==> src/rtl/htld_pkg.sv <==
// ----------------------------------------------------------------------------
// htld_pkg
// Shared types and constants for the hex tag line dedup classifier.
// ----------------------------------------------------------------------------
`default_nettype none

package htld_pkg;

  localparam int TAG_LEN     = 16;
  localparam int TAG_IDX_W   = 4;
  localparam int INNER_W     = 5;
  localparam int LEN_OUT_W   = 9;
  localparam int DROP_W      = 32;
  localparam int QUEUE_DEPTH = 4;
  localparam int QPTR_W      = 2;

  localparam logic       ACT_BYTE  = 1'b0;
  localparam logic       ACT_FLUSH = 1'b1;

  localparam logic [7:0] CH_NUL   = 8'h00;
  localparam logic [7:0] CH_NL    = 8'h0A;
  localparam logic [7:0] CH_OPEN  = 8'h28;
  localparam logic [7:0] CH_CLOSE = 8'h29;
  localparam logic [7:0] CH_ZERO  = 8'h30;
  localparam logic [7:0] CH_F     = 8'h46;

  typedef enum logic [3:0] {
    PH_SEEK  = 4'b0001,
    PH_INNER = 4'b0010,
    PH_FOUND = 4'b0100,
    PH_NONE  = 4'b1000
  } phase_t;

  typedef enum logic [2:0] {
    RSN_NO_TAG = 3'd0,
    RSN_FIRST  = 3'd1,
    RSN_EXCEPT = 3'd2,
    RSN_DUP    = 3'd3,
    RSN_NEW    = 3'd4
  } reason_t;

  typedef struct packed {
    logic                        found;
    logic [TAG_LEN-1:0][7:0]     tag;
    logic [LEN_OUT_W-1:0]        length;
  } line_rec_t;

endpackage

`default_nettype wire

==> src/rtl/htld_front.sv <==
// ----------------------------------------------------------------------------
// htld_front
// Byte scanner: counts line bytes, finds the parenthesized tag and emits one
// line record per finished line.
// ----------------------------------------------------------------------------
`default_nettype none

module htld_front #(
  parameter int LINE_MAX = 512
) (
  input  wire logic               clk,
  input  wire logic               rst_n,
  input  wire logic               in_valid,
  output logic                    in_stall,
  input  wire logic               in_action,
  input  wire logic [7:0]         in_text_byte,
  input  wire logic               q_full,
  output logic                    push_valid,
  output htld_pkg::line_rec_t     push_rec
);

  localparam int LEN_W = $clog2(LINE_MAX);

  logic [LEN_W-1:0]                   cnt_r, cnt_nxt, cnt_inc, line_len;
  htld_pkg::phase_t                   phase_r, phase_nxt;
  logic [htld_pkg::INNER_W-1:0]       inner_r, inner_nxt;
  logic [htld_pkg::TAG_LEN-1:0][7:0]  tag_r, tag_nxt;
  logic [LEN_W+htld_pkg::LEN_OUT_W-1:0] len_ext;
  logic                               accept;
  logic                               found;

  assign in_stall = q_full;
  assign accept   = in_valid && !q_full;
  assign cnt_inc  = cnt_r + 1'b1;

  always_comb begin
    cnt_nxt    = cnt_r;
    phase_nxt  = phase_r;
    inner_nxt  = inner_r;
    tag_nxt    = tag_r;
    push_valid = 1'b0;
    line_len   = cnt_r;
    found      = 1'b0;
    if (accept) begin
      if (in_action == htld_pkg::ACT_FLUSH) begin
        if (cnt_r != '0) begin
          push_valid = 1'b1;
          line_len   = cnt_r;
          found      = (phase_r == htld_pkg::PH_FOUND);
          cnt_nxt    = '0;
          phase_nxt  = htld_pkg::PH_SEEK;
          inner_nxt  = '0;
        end
      end else begin
        case (phase_r)
          htld_pkg::PH_SEEK: begin
            if (in_text_byte == htld_pkg::CH_NUL) begin
              phase_nxt = htld_pkg::PH_NONE;
            end else if (in_text_byte == htld_pkg::CH_OPEN) begin
              phase_nxt = htld_pkg::PH_INNER;
              inner_nxt = '0;
            end
          end
          htld_pkg::PH_INNER: begin
            if (in_text_byte == htld_pkg::CH_NUL) begin
              phase_nxt = htld_pkg::PH_NONE;
            end else if (in_text_byte == htld_pkg::CH_CLOSE) begin
              phase_nxt = (inner_r >= htld_pkg::INNER_W'(htld_pkg::TAG_LEN)) ?
                          htld_pkg::PH_FOUND : htld_pkg::PH_NONE;
            end else if (inner_r < htld_pkg::INNER_W'(htld_pkg::TAG_LEN)) begin
              tag_nxt[inner_r[htld_pkg::TAG_IDX_W-1:0]] = in_text_byte;
              inner_nxt = inner_r + 1'b1;
            end
          end
          default: begin
            phase_nxt = phase_r;
          end
        endcase
        cnt_nxt = cnt_inc;
        if (in_text_byte == htld_pkg::CH_NL || cnt_r == LEN_W'(LINE_MAX - 2)) begin
          push_valid = 1'b1;
          line_len   = cnt_inc;
          found      = (phase_nxt == htld_pkg::PH_FOUND);
          cnt_nxt    = '0;
          phase_nxt  = htld_pkg::PH_SEEK;
          inner_nxt  = '0;
        end
      end
    end
  end

  assign len_ext         = {{htld_pkg::LEN_OUT_W{1'b0}}, line_len};
  assign push_rec.found  = found;
  assign push_rec.tag    = tag_r;
  assign push_rec.length = len_ext[htld_pkg::LEN_OUT_W-1:0];

  always_ff @(posedge clk) begin
    if (!rst_n) begin
      cnt_r   <= '0;
      phase_r <= htld_pkg::PH_SEEK;
      inner_r <= '0;
    end else begin
      cnt_r   <= cnt_nxt;
      phase_r <= phase_nxt;
      inner_r <= inner_nxt;
    end
  end

  always_ff @(posedge clk) begin
    tag_r <= tag_nxt;
  end

endmodule

`default_nettype wire

==> src/rtl/htld_queue.sv <==
// ----------------------------------------------------------------------------
// htld_queue
// Short FIFO of line records between the scanner and the verdict stage.
// ----------------------------------------------------------------------------
`default_nettype none

module htld_queue (
  input  wire logic                 clk,
  input  wire logic                 rst_n,
  input  wire logic                 push_valid,
  input  wire htld_pkg::line_rec_t  push_rec,
  output logic                      full,
  output logic                      head_valid,
  output htld_pkg::line_rec_t       head_rec,
  input  wire logic                 pop
);

  htld_pkg::line_rec_t             mem_r [htld_pkg::QUEUE_DEPTH];
  logic [htld_pkg::QPTR_W-1:0]     wr_ptr_r, wr_ptr_nxt, rd_ptr_r, rd_ptr_nxt;
  logic [htld_pkg::QPTR_W:0]       count_r, count_nxt;

  assign full       = (count_r == (htld_pkg::QPTR_W+1)'(htld_pkg::QUEUE_DEPTH));
  assign head_valid = (count_r != '0);
  assign head_rec   = mem_r[rd_ptr_r];

  always_comb begin
    wr_ptr_nxt = wr_ptr_r;
    rd_ptr_nxt = rd_ptr_r;
    count_nxt  = count_r;
    if (push_valid) begin
      wr_ptr_nxt = wr_ptr_r + 1'b1;
    end
    if (pop) begin
      rd_ptr_nxt = rd_ptr_r + 1'b1;
    end
    case ({push_valid, pop})
      2'b10:   count_nxt = count_r + 1'b1;
      2'b01:   count_nxt = count_r - 1'b1;
      default: count_nxt = count_r;
    endcase
  end

  always_ff @(posedge clk) begin
    if (!rst_n) begin
      wr_ptr_r <= '0;
      rd_ptr_r <= '0;
      count_r  <= '0;
    end else begin
      wr_ptr_r <= wr_ptr_nxt;
      rd_ptr_r <= rd_ptr_nxt;
      count_r  <= count_nxt;
    end
  end

  always_ff @(posedge clk) begin
    if (push_valid) begin
      mem_r[wr_ptr_r] <= push_rec;
    end
  end

endmodule

`default_nettype wire

==> src/rtl/htld_back.sv <==
// ----------------------------------------------------------------------------
// htld_back
// Verdict stage: compares each line tag (unless all-zero or all-F) with the
// stored tag, counts drops and holds the result in the output register.
// ----------------------------------------------------------------------------
`default_nettype none

module htld_back (
  input  wire logic                        clk,
  input  wire logic                        rst_n,
  input  wire logic                        head_valid,
  input  wire htld_pkg::line_rec_t         head_rec,
  output logic                             pop,
  output logic                             out_valid,
  input  wire logic                        out_stall,
  output logic                             out_keep_line,
  output logic [2:0]                       out_verdict_reason,
  output logic [htld_pkg::LEN_OUT_W-1:0]   out_line_length,
  output logic [htld_pkg::DROP_W-1:0]      out_drops_total
);

  logic                               out_valid_r, out_valid_nxt;
  logic                               keep_r, keep_nxt;
  htld_pkg::reason_t                  reason_r, reason_nxt;
  logic [htld_pkg::LEN_OUT_W-1:0]     len_r;
  logic [htld_pkg::TAG_LEN-1:0][7:0]  stored_tag_r, stored_tag_nxt;
  logic                               stored_valid_r, stored_valid_nxt;
  logic [htld_pkg::DROP_W-1:0]        drops_r, drops_nxt;
  logic                               all_zero, all_f;

  assign pop = head_valid && (!out_valid_r || !out_stall);

  always_comb begin
    all_zero = 1'b1;
    all_f    = 1'b1;
    for (int i = 0; i < htld_pkg::TAG_LEN; i++) begin
      if (head_rec.tag[i] != htld_pkg::CH_ZERO) all_zero = 1'b0;
      if (head_rec.tag[i] != htld_pkg::CH_F)    all_f    = 1'b0;
    end
  end

  always_comb begin
    out_valid_nxt    = out_valid_r && out_stall;
    keep_nxt         = 1'b1;
    reason_nxt       = htld_pkg::RSN_NO_TAG;
    stored_tag_nxt   = stored_tag_r;
    stored_valid_nxt = stored_valid_r;
    drops_nxt        = drops_r;
    if (pop) begin
      out_valid_nxt = 1'b1;
      if (!head_rec.found) begin
        reason_nxt       = htld_pkg::RSN_NO_TAG;
        stored_valid_nxt = 1'b0;
      end else if (!stored_valid_r) begin
        reason_nxt       = htld_pkg::RSN_FIRST;
        stored_tag_nxt   = head_rec.tag;
        stored_valid_nxt = 1'b1;
      end else if (all_zero || all_f) begin
        reason_nxt     = htld_pkg::RSN_EXCEPT;
        stored_tag_nxt = head_rec.tag;
      end else if (head_rec.tag == stored_tag_r) begin
        reason_nxt = htld_pkg::RSN_DUP;
        keep_nxt   = 1'b0;
        if (drops_r != '1) begin
          drops_nxt = drops_r + 1'b1;
        end
      end else begin
        reason_nxt     = htld_pkg::RSN_NEW;
        stored_tag_nxt = head_rec.tag;
      end
    end
  end

  always_ff @(posedge clk) begin
    if (!rst_n) begin
      out_valid_r    <= 1'b0;
      stored_valid_r <= 1'b0;
      drops_r        <= '0;
    end else begin
      out_valid_r    <= out_valid_nxt;
      stored_valid_r <= stored_valid_nxt;
      drops_r        <= drops_nxt;
    end
  end

  always_ff @(posedge clk) begin
    stored_tag_r <= stored_tag_nxt;
    if (pop) begin
      keep_r   <= keep_nxt;
      reason_r <= reason_nxt;
      len_r    <= head_rec.length;
    end
  end

  assign out_valid          = out_valid_r;
  assign out_keep_line      = keep_r;
  assign out_verdict_reason = reason_r;
  assign out_line_length    = len_r;
  assign out_drops_total    = drops_r;

endmodule

`default_nettype wire

==> src/rtl/hex_tag_line_dedup_classifier_core.sv <==
// ----------------------------------------------------------------------------
// hex_tag_line_dedup_classifier_core
// Top level: byte scanner, record queue and verdict stage.
// ----------------------------------------------------------------------------
// Takes one text byte per clock while in_stall is low and gives one
// keep/drop verdict per finished line. A line ends at a newline, after
// LINE_MAX-1 bytes, or at a flush of a non-empty partial line. The scanner
// handles every byte as it is accepted. A finished line enters a four-entry
// record queue. When the output register is free, the verdict passes from
// the record queue into the output register and then appears on the out_
// ports. The input stalls only when the queue is full. That happens only
// when the output side stalls.
`default_nettype none

module hex_tag_line_dedup_classifier_core #(
  parameter int LINE_MAX = 512
) (
  input  wire logic                       clk,
  input  wire logic                       rst_n,
  input  wire logic                       in_valid,
  output logic                            in_stall,
  input  wire logic                       in_action,
  input  wire logic [7:0]                 in_text_byte,
  output logic                            out_valid,
  input  wire logic                       out_stall,
  output logic                            out_keep_line,
  output logic [2:0]                      out_verdict_reason,
  output logic [htld_pkg::LEN_OUT_W-1:0]  out_line_length,
  output logic [htld_pkg::DROP_W-1:0]     out_drops_total
);

  logic                 q_full;
  logic                 push_valid;
  htld_pkg::line_rec_t  push_rec;
  logic                 head_valid;
  htld_pkg::line_rec_t  head_rec;
  logic                 pop;

  htld_front #(.LINE_MAX(LINE_MAX)) u_front (
    .clk          (clk),
    .rst_n        (rst_n),
    .in_valid     (in_valid),
    .in_stall     (in_stall),
    .in_action    (in_action),
    .in_text_byte (in_text_byte),
    .q_full       (q_full),
    .push_valid   (push_valid),
    .push_rec     (push_rec)
  );

  htld_queue u_queue (
    .clk        (clk),
    .rst_n      (rst_n),
    .push_valid (push_valid),
    .push_rec   (push_rec),
    .full       (q_full),
    .head_valid (head_valid),
    .head_rec   (head_rec),
    .pop        (pop)
  );

  htld_back u_back (
    .clk                (clk),
    .rst_n              (rst_n),
    .head_valid         (head_valid),
    .head_rec           (head_rec),
    .pop                (pop),
    .out_valid          (out_valid),
    .out_stall          (out_stall),
    .out_keep_line      (out_keep_line),
    .out_verdict_reason (out_verdict_reason),
    .out_line_length    (out_line_length),
    .out_drops_total    (out_drops_total)
  );

  a_drop_is_dup: assert property (@(posedge clk) disable iff (!rst_n)
    out_valid && !out_keep_line |-> out_verdict_reason == htld_pkg::RSN_DUP)
    else $error("dropped line without duplicate reason");

  a_dup_counted: assert property (@(posedge clk) disable iff (!rst_n)
    out_valid && out_verdict_reason == htld_pkg::RSN_DUP |-> out_drops_total != '0)
    else $error("duplicate shown with zero drop count");

  a_drops_monotone: assert property (@(posedge clk) disable iff (!rst_n)
    1'b1 |=> out_drops_total >= $past(out_drops_total))
    else $error("drop count went down");

  a_len_nonzero: assert property (@(posedge clk) disable iff (!rst_n)
    out_valid |-> out_line_length != '0 || LINE_MAX > 512)
    else $error("line result with zero length");

endmodule

`default_nettype wire
==> config.mk <==
export PLATFORM = sky130hd
export DESIGN_NAME = hex_tag_line_dedup_classifier_core
export DESIGN_NICKNAME = d
export VERILOG_FILES = /design/src/rtl/htld_pkg.sv /design/src/rtl/htld_front.sv /design/src/rtl/htld_queue.sv /design/src/rtl/htld_back.sv /design/src/rtl/hex_tag_line_dedup_classifier_core.sv
export SDC_FILE = /design/constraint.sdc
export NUM_CORES = 1
export LEC_CHECK = 0
export BUFFER_PORTS_ARGS = -buffer_cell sky130_fd_sc_hd__buf_2
export CAP_MARGIN = 10
export CORE_AREA = 2 2 240 242
export CTS_CLUSTER_SIZE = 28
export DETAILED_ROUTE_END_ITERATION = 10
export DIE_AREA = 0 0 242 244
export GPL_ROUTABILITY_DRIVEN = 0
export PLACE_DENSITY = 0.78
export RECOVER_POWER = 50
export REMOVE_ABC_BUFFERS = 1
export SETUP_SLACK_MARGIN = 0.05
export SLEW_MARGIN = 30
export SYNTH_ARGS = -nofsm -noshare
export SYNTH_HDL_FRONTEND = slang
export SYNTH_SLANG_ARGS = --single-unit
==> constraint.sdc <==
create_clock -name clk -period 24.4 [get_ports clk]
set_input_delay 1.22 -clock clk [delete_from_list [all_inputs] [get_ports clk]]
set_output_delay 1.22 -clock clk [all_outputs]
set_load 0.03 [all_outputs]
==> flow_summary_export.csv <==
group,metric,value,unit
clock_network,htree_levels,3,
critical_path,cp_slowest_stage_delay,6190,ps
place,place_hpwl,43200,um
yosys,synth_top_family_by_area,"multiplexers",
grt,grtUsageTotal,25.0,%
die,start_util,59.8,%
clock_network,clockRootBuffer,"clkbuf_16",
timing,holdWs,492,ps
clock_network,clock_path_buffers,3,
clock_network,cts_buffers,81,
die,die_y,244,um
yosys,synth_compound_area_share,1.72,%
place,dp_slack,16170,ps
power,power.internal,0.00275,W
place,portBuffers,59,
yosys,synth_edf_count,821,
yosys,synthSimpleGateAreaFrac,5.82,%
critical_path,critPathMaxFanout,104,
yosys,synthAdderAreaFrac,0.581,%
drt,ant_nets,0,
drt,vias,17000,
die,die_x,242,um
power,p_comb_share,17.4,%
die,core,56200,sq um
grt,grt_pass1_wl,108000,um
power,p_per_area,101,nW/um^2
yosys,yosysUniqueCellTypes,56,
layout,fin_nets,1850,
drt,vias_per_cell,6.44,
worst_hold_path,hold_class,"flop to flop",
timing,fmax,72.4,MHz
die,rows,87,
timing,max-slew-margin-rel,-491,%
yosys,synth_xor_area_share,3.88,%
power,p_total,0.00375,W
status,violations,"max-capacitance violations, max-slew violations",
yosys,yosysMostFrequentCell,"edfxtp_1",
yosys,avgSynthCellArea,19.7,sq um
yosys,muxShareOfSynthArea,9.49,%
yosys,ys_top_cells_by_area,"edfxtp_1 (73%), mux4_2 (8.2%), dfxtp_1 (3.6%)",
drt,drc_errors,0,
die,die-area,59000,sq um
drt,drtPass1Iterations,6,
die,io_pins,60,
timing,rsz0062_at_grt,"false",
clock_network,clkTransAtPathRegs,70,ps
grt,grt_max_degree,105,
timing,finalHoldViolCount,0,
layout,fill_cells,3547,
clock_network,ctsHoldBuffers,0,
critical_path,cp_top_family,"buffers and inverters",
layout,diodes,0,
timing,fin_ws,10600,ps
yosys,synth_top_area_share,73.4,%
yosys,synth.top_cells.by_count,"edfxtp_1 (821), xor2_1 (139), mux4_2 (122)",
timing,fin_skew,23.4,ps
power,power_frac_seq,49.2,%
critical_path,critPathBufInv,4,
status,status,"complete, but fails checks",
drt,wl_per_cell,27.9,um
yosys,netlist_area,33600,sq um
clock_network,ctsResizeCount,0,
grt,antenna_found_initial,3,
critical_path,slowest_stage,"clkbuf_1",
power,ir_drop,0.0000934,V
drt,drt-total-wl,73700,um
yosys,yosysWarnings,0,
timing,drv_slew,365,
yosys,synthCells,1705,
critical_path,endpoint_kind,"flop",
clock_network,cts_setup_buffers,0,
timing,tightest_slew,8870,ps
yosys,ys_seq_area_share,77.0,%
timing,fin_crit_sh,56.6,%
yosys,synthArstFlopShare,0,%
critical_path,crit_type,"flop to flop",
power,clock_power_share,33.4,%
grt,grt_pass1_vias,16900,
critical_path,startpoint_type,"flop",
layout,syn2layout_area_growth,10.9,%
timing,final.min_clock_period,13800,ps
critical_path,critPathArrivalTime,14050,ps
timing,fin_tns_setup,0,ps
critical_path,worstPathRequired,24640,ps
drt,dr.first_iter.drc_count,2198,
layout,drive_gt1_share,14.6,%
timing,setup_viol_count_final,0,
power,switching_share,26.6,%
grt,overflow,0,
power,p_sw,0.000996,W
power,p_leak,11.5,nW
run,maxCapViolations,11,
clock_network,tritoncts,"yes",
yosys,synth_flop_cell,"edfxtp_1",
critical_path,crit_path_cell_trace,"clkbuf_1, mux4_1, or4b_1, nor4_1, nand3_1, or4_1, a2111oi_4, or2_1, inv_1, a21oi_4, buf_4, buf_6",
yosys,synth-seq-cells,882,
clock_network,clk_latency,620,ps
clock_network,clkSinkCount,882,
yosys,synth_top_area_cell,"edfxtp_1",
-- cell type report --
type	instances	area, sq um	area share, %
multi-input cells	747	7290	19.6
clock buffers	103	2250	6.03
well taps	756	946	2.54
inverters	25	93.8	0.252
clock inverters	41	373	1.00
flip-flops and latches	882	25900	69.5
repair buffers	85	425	1.14
-- power by group through the flow --
stage / sequential, W / combinational, W / clock (W)
floorplan: 0.00194 / 0.000384 / 0
detailed placement: 0.00187 / 0.000625 / 0
finish: 0.00184 / 0.000651 / 0.00125
global route: 0.00185 / 0.000687 / 0.00132
global placement: 0.00187 / 0.000615 / 0
CTS: 0.00184 / 0.000632 / 0.00127
-- registers in the layout, summed over array words and instances (netlist names), 2 cells and up, named ones only --
| signal | count |
|---|---|
| u_back.out_verdict_reason | 3 |
| u_queue.rd_ptr_r | 2 |
| u_front.cnt_r | 9 |
| u_front.phase_r | 4 |
| u_back.out_drops_total | 32 |
| u_back.out_line_length | 9 |
| u_queue.mem_r | 552 |
| u_front.inner_r | 5 |
| u_queue.wr_ptr_r | 2 |
| u_front.push_rec | 128 |
| u_queue.count_r | 3 |
| u_back.stored_tag_r | 128 |
-- stage by stage --
stage | area [sq um] | utilization [%] | instances
after CTS | 37300 | 66.5 | 2638
after global routing | 37300 | 66.3 | 2639
after floorplan | 33200 | - | 1654
final | 37300 | 66.3 | 2639
after detailed placement | 34700 | 61.8 | 2494
after global placement | 34700 | 61.8 | 2494
-- cells by family (layout without fill, tap and decap cells) --
| logic type | Yosys count | in the layout |
|---|---|---|
| AOI/OAI and AO/OA | 100 | 100 |
| xor gates and xnor gates | 149 | 149 |
| adders and majority gates | 15 | 15 |
| buffers and inverters | 76 | 254 |
| DFF | 882 | 882 |
| muxes | 140 | 140 |
| and+or+nand+nor | 343 | 343 |
-- placed cells by master (no fill, tap or decap), drive strengths merged, types with 8 or more instances in the layout --
master  netlist  routed
nand2        51      51
nand3        19      19
a21oi        45      45
xor2        139     139
xnor2        10      10
clkinv        1      31
or4           9       9
dfxtp        61      61
o21ai        32      32
nor4         66      66
inv          24      26
o31ai         8       8
mux4        138     138
clkbuf       22     163
or3          21      21
buf          28      25
nand4        45      45
ha           14      14
nor2         56      56
edfxtp      821     821
nor3         15      15
and3          9       9
-- path summary, 6_finish.rpt --
path | from | cells after the start | endpoint | slack [ps]
worst max-delay path | flop | 12 | u_back.stored_tag_r[95] | 10600
worst min-delay path | u_front.push_rec[129] | 0 | u_queue.mem_r[0][129] | 490
worst max register to register | flop | 12 | u_back.stored_tag_r[95] | 10600
worst min register to register | u_front.push_rec[129] | 0 | u_queue.mem_r[0][129] | 490
-- worst reg2reg max path, delay by kind of cell, from the launching register on --
kind	cells	cell delay (ps)
buffers and inverters	4	7790
and+or+nand+nor	5	2080
muxes	1	1790
AOI/OAI and AO/OA	2	930
DFF	1	820
-- per-layer routing --
layer  wire length, um  track usage, %  share of wire [%]
met2             37000            41.4                 50
met5                 0               0                  0
met1             27900            33.9                 38
met3              6240            4.01                8.5
met4              2570            9.91                3.5
Power figures use the tool's default switching activity.
